[src/sv/yprgb_pkg.sv]
// Package for the YUV pair to RGB converter: payload structs, mode codes,
// conversion coefficients and internal stage types. No dependencies.
package yprgb_pkg;

  localparam int SUM_W = 27;

  localparam logic MODE_FULL    = 1'b0;
  localparam logic MODE_LIMITED = 1'b1;

  // Full range, signed Q16 coefficients
  localparam logic signed [SUM_W-1:0] Q16_V_TO_R = SUM_W'(91881);
  localparam logic signed [SUM_W-1:0] Q16_U_TO_G = SUM_W'(22544);
  localparam logic signed [SUM_W-1:0] Q16_V_TO_G = SUM_W'(46793);
  localparam logic signed [SUM_W-1:0] Q16_U_TO_B = SUM_W'(116130);

  // Limited range BT.601 integer coefficients
  localparam logic signed [SUM_W-1:0] LIM_LUMA   = SUM_W'(298);
  localparam logic signed [SUM_W-1:0] LIM_V_TO_R = SUM_W'(409);
  localparam logic signed [SUM_W-1:0] LIM_U_TO_G = SUM_W'(100);
  localparam logic signed [SUM_W-1:0] LIM_V_TO_G = SUM_W'(208);
  localparam logic signed [SUM_W-1:0] LIM_U_TO_B = SUM_W'(516);
  localparam logic signed [SUM_W-1:0] LIM_ROUND  = SUM_W'(128);

  localparam logic signed [8:0] CHROMA_OFFSET = 9'sd128;
  localparam logic signed [8:0] LUMA_OFFSET   = 9'sd16;
  localparam int FULL_SHIFT = 16;
  localparam int LIM_SHIFT  = 8;

  typedef struct packed {
    logic [7:0] luma_first;
    logic [7:0] luma_second;
    logic [7:0] chroma_blue;
    logic [7:0] chroma_red;
  } yuv_pair_t;

  typedef struct packed {
    logic [7:0] red_first;
    logic [7:0] green_first;
    logic [7:0] blue_first;
    logic [7:0] red_second;
    logic [7:0] green_second;
    logic [7:0] blue_second;
  } rgb_pair_t;

  typedef struct packed {
    logic [7:0] red;
    logic [7:0] green;
    logic [7:0] blue;
  } pixel_t;

  // Shared chroma contributions, one per channel, plus the mode they were built in
  typedef struct packed {
    logic                    mode;
    logic signed [SUM_W-1:0] red;
    logic signed [SUM_W-1:0] green;
    logic signed [SUM_W-1:0] blue;
  } chroma_terms_t;

endpackage

[src/sv/yprgb_chroma.sv]
// Shared chroma unit: forms the per-channel chroma products once per pair.
// Depends on yprgb_pkg.
module yprgb_chroma (
  input  logic                    clk_i,
  input  logic                    valid_i,
  input  logic                    mode_i,
  input  logic [7:0]              chroma_blue_i,
  input  logic [7:0]              chroma_red_i,
  output yprgb_pkg::chroma_terms_t terms_o
);
  import yprgb_pkg::*;

  logic signed [8:0]       d;
  logic signed [8:0]       e;
  logic signed [SUM_W-1:0] d_x;
  logic signed [SUM_W-1:0] e_x;
  chroma_terms_t           terms_d;
  chroma_terms_t           terms_q;

  assign d   = $signed({1'b0, chroma_blue_i}) - CHROMA_OFFSET;
  assign e   = $signed({1'b0, chroma_red_i}) - CHROMA_OFFSET;
  assign d_x = SUM_W'(d);
  assign e_x = SUM_W'(e);

  always_comb begin
    terms_d.mode = mode_i;
    if (mode_i == MODE_FULL) begin
      terms_d.red   = Q16_V_TO_R * e_x;
      terms_d.green = -(Q16_U_TO_G * d_x) - (Q16_V_TO_G * e_x);
      terms_d.blue  = Q16_U_TO_B * d_x;
    end else begin
      terms_d.red   = (LIM_V_TO_R * e_x) + LIM_ROUND;
      terms_d.green = LIM_ROUND - (LIM_U_TO_G * d_x) - (LIM_V_TO_G * e_x);
      terms_d.blue  = (LIM_U_TO_B * d_x) + LIM_ROUND;
    end
  end

  // hold products between requests
  always_ff @(posedge clk_i) begin
    if (valid_i) begin
      terms_q <= terms_d;
    end
  end

  assign terms_o = terms_q;

endmodule

[src/sv/yprgb_lane.sv]
// One pixel lane: registers the luma term, then adds the shared chroma terms,
// shifts and clamps each channel to 8 bits. Depends on yprgb_pkg.
module yprgb_lane (
  input  logic                     clk_i,
  input  logic                     valid_i,
  input  logic                     mode_i,
  input  logic [7:0]               luma_i,
  input  yprgb_pkg::chroma_terms_t terms_i,
  output yprgb_pkg::pixel_t        pixel_o
);
  import yprgb_pkg::*;

  logic signed [8:0]       c;
  logic signed [SUM_W-1:0] luma_d;
  logic signed [SUM_W-1:0] luma_q;

  function automatic logic [7:0] clamp_channel(input logic signed [SUM_W-1:0] t,
                                               input logic mode);
    logic [SUM_W-1:0] q;
    if (t[SUM_W-1]) begin
      return 8'd0;
    end
    q = (mode == MODE_FULL) ? (SUM_W'(t) >> FULL_SHIFT) : (SUM_W'(t) >> LIM_SHIFT);
    return (q > SUM_W'(255)) ? 8'hFF : q[7:0];
  endfunction

  assign c = $signed({1'b0, luma_i}) - LUMA_OFFSET;

  always_comb begin
    if (mode_i == MODE_FULL) begin
      luma_d = $signed(SUM_W'({luma_i, 16'h0000}));
    end else begin
      luma_d = LIM_LUMA * SUM_W'(c);
    end
  end

  always_ff @(posedge clk_i) begin
    if (valid_i) begin
      luma_q <= luma_d;
    end
  end

  assign pixel_o.red   = clamp_channel(luma_q + terms_i.red,   terms_i.mode);
  assign pixel_o.green = clamp_channel(luma_q + terms_i.green, terms_i.mode);
  assign pixel_o.blue  = clamp_channel(luma_q + terms_i.blue,  terms_i.mode);

endmodule

[src/sv/yuv_pair_to_rgb_converter_core.sv]
// YUV pair to RGB converter (BT.601, full or limited range), top level.
// Throughput: one pixel pair per cycle; busy stays low, so start may be high every cycle.
// The rate is set by the three-stage pipeline: input register, chroma/luma products,
// sum-and-clamp merged into the result register. The receiver cannot stall.
// Reset (rst_ni low, asynchronous) clears range_mode to full range and all valid flags.
module yuv_pair_to_rgb_converter_core (
  input  logic                 clk_i,
  input  logic                 rst_ni,
  // configuration write channel: range_mode
  input  logic                 cfg_valid_i,
  output logic                 cfg_ready_o,
  input  logic                 cfg_data_i,
  // command side
  input  logic                 start,
  output logic                 busy,
  input  yprgb_pkg::yuv_pair_t yuv_i,
  // result side
  output logic                 rgb_valid_o,
  output yprgb_pkg::rgb_pair_t rgb_o
);
  import yprgb_pkg::*;

  logic          range_mode_q;
  logic          accept;

  // stage 1: captured request
  logic          s1_valid_q;
  logic          s1_mode_q;
  yuv_pair_t     s1_yuv_q;

  // stage 2: products held in the chroma unit and the lanes
  logic          s2_valid_q;
  chroma_terms_t terms;
  pixel_t        pix_first;
  pixel_t        pix_second;

  // stage 3: merged result
  logic          rgb_valid_q;
  rgb_pair_t     rgb_q;

  // The pipeline never stalls: accept every request, take config at any time.
  assign busy        = 1'b0;
  assign cfg_ready_o = 1'b1;
  assign accept      = start && !busy;

  always_ff @(posedge clk_i or negedge rst_ni) begin
    if (!rst_ni) begin
      range_mode_q <= MODE_FULL;
    end else if (cfg_valid_i && cfg_ready_o) begin
      range_mode_q <= cfg_data_i;
    end
  end

  // Advance the valid flags one stage per cycle.
  always_ff @(posedge clk_i or negedge rst_ni) begin
    if (!rst_ni) begin
      s1_valid_q  <= 1'b0;
      s2_valid_q  <= 1'b0;
      rgb_valid_q <= 1'b0;
    end else begin
      s1_valid_q  <= accept;
      s2_valid_q  <= s1_valid_q;
      rgb_valid_q <= s2_valid_q;
    end
  end

  // Capture the request and the mode it runs in.
  always_ff @(posedge clk_i) begin
    if (accept) begin
      s1_yuv_q  <= yuv_i;
      s1_mode_q <= range_mode_q;
    end
  end

  // Chroma products are computed once and shared by both lanes.
  yprgb_chroma u_chroma (
    .clk_i         (clk_i),
    .valid_i       (s1_valid_q),
    .mode_i        (s1_mode_q),
    .chroma_blue_i (s1_yuv_q.chroma_blue),
    .chroma_red_i  (s1_yuv_q.chroma_red),
    .terms_o       (terms)
  );

  yprgb_lane u_lane_first (
    .clk_i   (clk_i),
    .valid_i (s1_valid_q),
    .mode_i  (s1_mode_q),
    .luma_i  (s1_yuv_q.luma_first),
    .terms_i (terms),
    .pixel_o (pix_first)
  );

  yprgb_lane u_lane_second (
    .clk_i   (clk_i),
    .valid_i (s1_valid_q),
    .mode_i  (s1_mode_q),
    .luma_i  (s1_yuv_q.luma_second),
    .terms_i (terms),
    .pixel_o (pix_second)
  );

  // Merge both lanes into the result register.
  always_ff @(posedge clk_i) begin
    if (s2_valid_q) begin
      rgb_q.red_first    <= pix_first.red;
      rgb_q.green_first  <= pix_first.green;
      rgb_q.blue_first   <= pix_first.blue;
      rgb_q.red_second   <= pix_second.red;
      rgb_q.green_second <= pix_second.green;
      rgb_q.blue_second  <= pix_second.blue;
    end
  end

  assign rgb_valid_o = rgb_valid_q;
  assign rgb_o       = rgb_q;

  // Every accepted request leads to a result strobe.
  assert property (@(posedge clk_i) disable iff (!rst_ni)
    accept |=> ##1 ##1 rgb_valid_o)
    else $error("accepted request produced no result strobe");

  // No result strobe without a matching earlier request.
  assert property (@(posedge clk_i) disable iff (!rst_ni)
    rgb_valid_o |-> $past(accept, 3))
    else $error("result strobe without a matching request");

  // Equal luma in both pixels of a pair gives identical pixels from both lanes.
  assert property (@(posedge clk_i) disable iff (!rst_ni)
    (rgb_valid_o && ($past(yuv_i.luma_first, 3) == $past(yuv_i.luma_second, 3)))
    |-> (rgb_o.red_first == rgb_o.red_second && rgb_o.green_first == rgb_o.green_second
         && rgb_o.blue_first == rgb_o.blue_second))
    else $error("lanes disagree on equal luma");

endmodule

[config.mk]
export PLATFORM = sky130hd
export DESIGN_NAME = yuv_pair_to_rgb_converter_core
export DESIGN_NICKNAME = d
export VERILOG_FILES = /design/src/sv/yprgb_pkg.sv /design/src/sv/yprgb_chroma.sv /design/src/sv/yprgb_lane.sv /design/src/sv/yuv_pair_to_rgb_converter_core.sv
export SDC_FILE = /design/constraint.sdc
export NUM_CORES = 1
export LEC_CHECK = 0
export ABC_CLOCK_PERIOD_IN_PS = 8039
export BUFFER_PORTS_ARGS = -buffer_cell sky130_fd_sc_hd__buf_2
export CORE_ASPECT_RATIO = 0.8
export CORE_MARGIN = 3
export CORE_UTILIZATION = 50
export CTS_BUF_LIST = sky130_fd_sc_hd__clkbuf_4 sky130_fd_sc_hd__clkbuf_8 sky130_fd_sc_hd__clkbuf_16
export DETAILED_ROUTE_END_ITERATION = 7
export MAX_ROUTING_LAYER = met4
export PLACE_DENSITY = 0.66
export SLEW_MARGIN = 10
export SYNTH_ARGS = -nofsm -noshare
export SYNTH_HDL_FRONTEND = slang
export SYNTH_SLANG_ARGS = --single-unit
[constraint.sdc]
create_clock -name clk_i -period 8.04 [get_ports clk_i]
set_input_delay 0 -clock clk_i [delete_from_list [all_inputs] [get_ports clk_i]]
set_output_delay 0 -clock clk_i [all_outputs]
set_load 0.05 [all_outputs]
==> metrics.md <==
| Metric | Value |
|---|---|
| Dominant synthesized flop cell | `edfxtp_1` |
| Post-synth cell types | `90` |
| Drt total wl | `85,500 um` |
| Fin crit share | `0.924` |
| Post-synth EDFFs | `208` |
| Grt met3 use | `0.0455` |
| Setup ws final | `0.609 ns` |
| Final setup viols | `0` |
| Bufs and invs on worst path | `4` |
| Compound-Gate Fraction of Synth Area | `0.153` |
| Max_slew headroom | `0.256` |
| WS Path Type | `register to register` |
| DP Worst Slack | `0.362 ns` |
| Setup TNS | `0 ns` |
| Post-Syn Area per Cell | `9.62 sq um` |
| Layout cells sized above 1 | `0.0768` |
| Adder-Cell Fraction of Synth Area | `0.387` |
| Critical Path AT | `7.72 ns` |
| Total GRT Usage | `0.281` |
| Final hold vios | `0` |
| Synth area leader | `ha_1` |
| Slowest cell on crit path | `fa_1` |
| Syn_nets | `3,932` |
| Chip height | `223 um` |
| Area added between synthesis and finish | `9.35%` |
| Reg clk slew, reported paths | `0.07 ns` |
| Die Span X | `278 um` |
| Post-route DRC violation count | `0` |
| Number of global-route vias before repair | `23,035` |
| Grt met2 use | `0.443` |
| Warnings, synthesis | `0` |
| Clk_lat worst skew | `0.60 ns` |
| Worst Hold Class | `input pin to register` |
| Cts bufs inserted | `26` |
| Pre-antenna DRT Iters | `5` |
| CTS tree | `done` |
| Simple-gate share of the synthesized area | `0.100` |
| HPWL Detailed | `70,700 um` |
| DR WL/cell | `21.4 um` |
| Ant diodes | `0` |
| Buffers on Ports | `85` |
| Fmax | `0.135 GHz` |
| Minimum clock period | `7.43 ns` |
| CP Capture Type | `register` |
| Largest net degree at the start of global routing | `123` |
| Hold_ws | `0.113 ns` |
| Synth top cells by count | `ha_1 (673), inv_1 (412), a21oi_1 (220)` |
| Layer with the highest usage | `met2` |
| Gr ovfl total | `0` |
| IO Pins | `88` |
| Largest stage delay, worst path | `0.49 ns` |
| Synth Area in XOR/XNOR | `0.0773` |
| Largest family of logic cells by synthesized area | `adder cells` |
| CTS sink count | `212` |
| CP Max Fanout | `4` |
| Initial antenna violation count | `1` |
| Worst path most repeated cell | `ha_1` |
| Top cell type's share of synthesized area | `0.285` |
| Fin. max-slew vios | `0` |
| Most common cell in the netlist | `ha_1` |
| Vias per cell | `5.82` |
| Area contributors post-synth | `ha_1 (28%), edfxtp_1 (21%), fa_1 (10%)` |
| Num rows | `79` |
| Setup crit start kind | `register` |
| Mapped Cells | `3,071` |
| Initial Utilization | `0.507` |
| Final ANT Viol Nets | `0` |
| Clock root buffer | `clkbuf_16` |
| Max Root-Sink Buffers | `3` |
| Status | `finished, final reports clean` |
| Seq/Total Area, Yosys | `0.215` |
| Max-cap violations | `0` |
| Met1 Usage GRT | `0.386` |
| Drt initial violations | `1,590` |
| Core footprint | `0.0583 sq mm` |
| Worst-margin pin slew | `1.12 ns` |
| Htree depth | `1` |
| Data required, critical path | `8.33 ns` |
| Number of synthesized register bits | `212` |
| Asr flop ratio synth | `0.0189` |
| First-pass GRT wire length | `132,000 um` |
| Mux contribution to synthesized area | `0.00927` |
| RSZ-0062 raised after global routing | `false` |
| Die area | `0.0621 sq mm` |
| Fin nets | `4,070` |
| CP delay by family, top | `adder cells` |
| Synthesized cell area | `0.0296 sq mm` |
| Clk_skew | `0.0458 ns` |
| Via count | `23,265` |
| Placer Congestion | `0.969` |
## path summary, 6_finish.rpt
path | startpoint | cells after the start | slack (ns) | end
worst max register to register | s1_yuv_q[1]$_DFFE_PP_ | 32 | 0.61 | u_chroma.terms_o[53]$_DFFE_PP_
worst min-delay path | yuv_i[13] | 2 | 0.11 | s1_yuv_q[13]$_DFFE_PP_
worst min register to register | range_mode_q$_DFFE_PN0P_ | 0 | 0.46 | s1_mode_q$_DFFE_PP_
worst max-delay path | s1_yuv_q[1]$_DFFE_PP_ | 32 | 0.61 | u_chroma.terms_o[53]$_DFFE_PP_
max in group asynchronous | rst_ni | 3 | 7.51 | s1_valid_q$_DFF_PN0_
min in group asynchronous | rst_ni | 3 | 0.33 | s1_valid_q$_DFF_PN0_
## through the flow
stage / cell area [sq um] / util / cells
5_1_grt: 32300 / 0.554 / 3998
3_3_place_gp: 31000 / 0.531 / 3910
2_1_floorplan: 29600 / - / 3071
3_5_place_dp: 31000 / 0.531 / 3910
4_1_cts: 32300 / 0.554 / 3995
6_report: 32300 / 0.554 / 3998
## layout by cell type (no fill, tap or decap), drive strengths merged, types with 9 or more instances in the layout
cell	instances
a211oi	23
a21o	77
a21oi	225
a221oi	14
a31o	10
a31oi	28
and2	31
and3	20
buf	112
clkbuf	27
dlygate4sd3	37
edfxtp	208
fa	151
ha	673
inv	420
mux2	11
mux2i	15
nand2	123
nand2b	29
nand3	46
nand4	18
nor2	174
nor2b	29
nor3	58
nor4	9
o211ai	10
o21a	27
o21ai	145
o21bai	26
o22ai	12
o31ai	21
o41ai	9
or2	24
or3	18
xnor2	157
xor2	102
## layer usage
| metal | part of all wire | vias up | wire (um) |
|---|---|---|---|
| met5 | 0 | - | 0 |
| met4 | 0.021 | 0 | 1820 |
| met3 | 0.074 | 112 | 6300 |
| met2 | 0.45 | 737 | 38400 |
| met1 | 0.46 | 11221 | 39000 |
| li1 | - | 11195 | - |
## cell families after synthesis
group	Yosys count
AO/OA/AOI/OAI	698
AND/OR/NAND/NOR	597
XOR/XNOR	259
multiplexers	26
other	2
buffers and inverters	453
adder cells (fa/ha/maj)	824
flip-flops	212
## area by class of cell
cell class              instances  area (sq um)
fillers                      5173         26000
multi-input cells            2406         21500
flip-flops and latches        212          6350
inverters                     414          1550
repair buffers                149          1010
well taps                     769           962
clock buffers                  27           658
clock inverters                21           265
## what timing repair did
item                       in CTS  in global routing
setup endpoints to repair       0                  2
gates resized for setup         0                  3
hold endpoints to repair       38                  0
buffers inserted                0                  3
hold buffers                   37                  0
## registers in the layout, indices dropped and copies added, names as in the netlist
| register | cells |
|---|---|
| range_mode_q | 1 |
| s1_yuv_q | 32 |
| rgb_valid_o | 1 |
| u_lane_second.luma_q | 24 |
| s1_mode_q | 1 |
| u_lane_first.luma_q | 24 |
| s2_valid_q | 1 |
| rgb_o | 48 |
| s1_valid_q | 1 |
| u_chroma.terms_o | 79 |
Power is left out: the tool's default activity adds up to more than one toggle a clock period on the data nets, which glitch-free logic cannot reach.
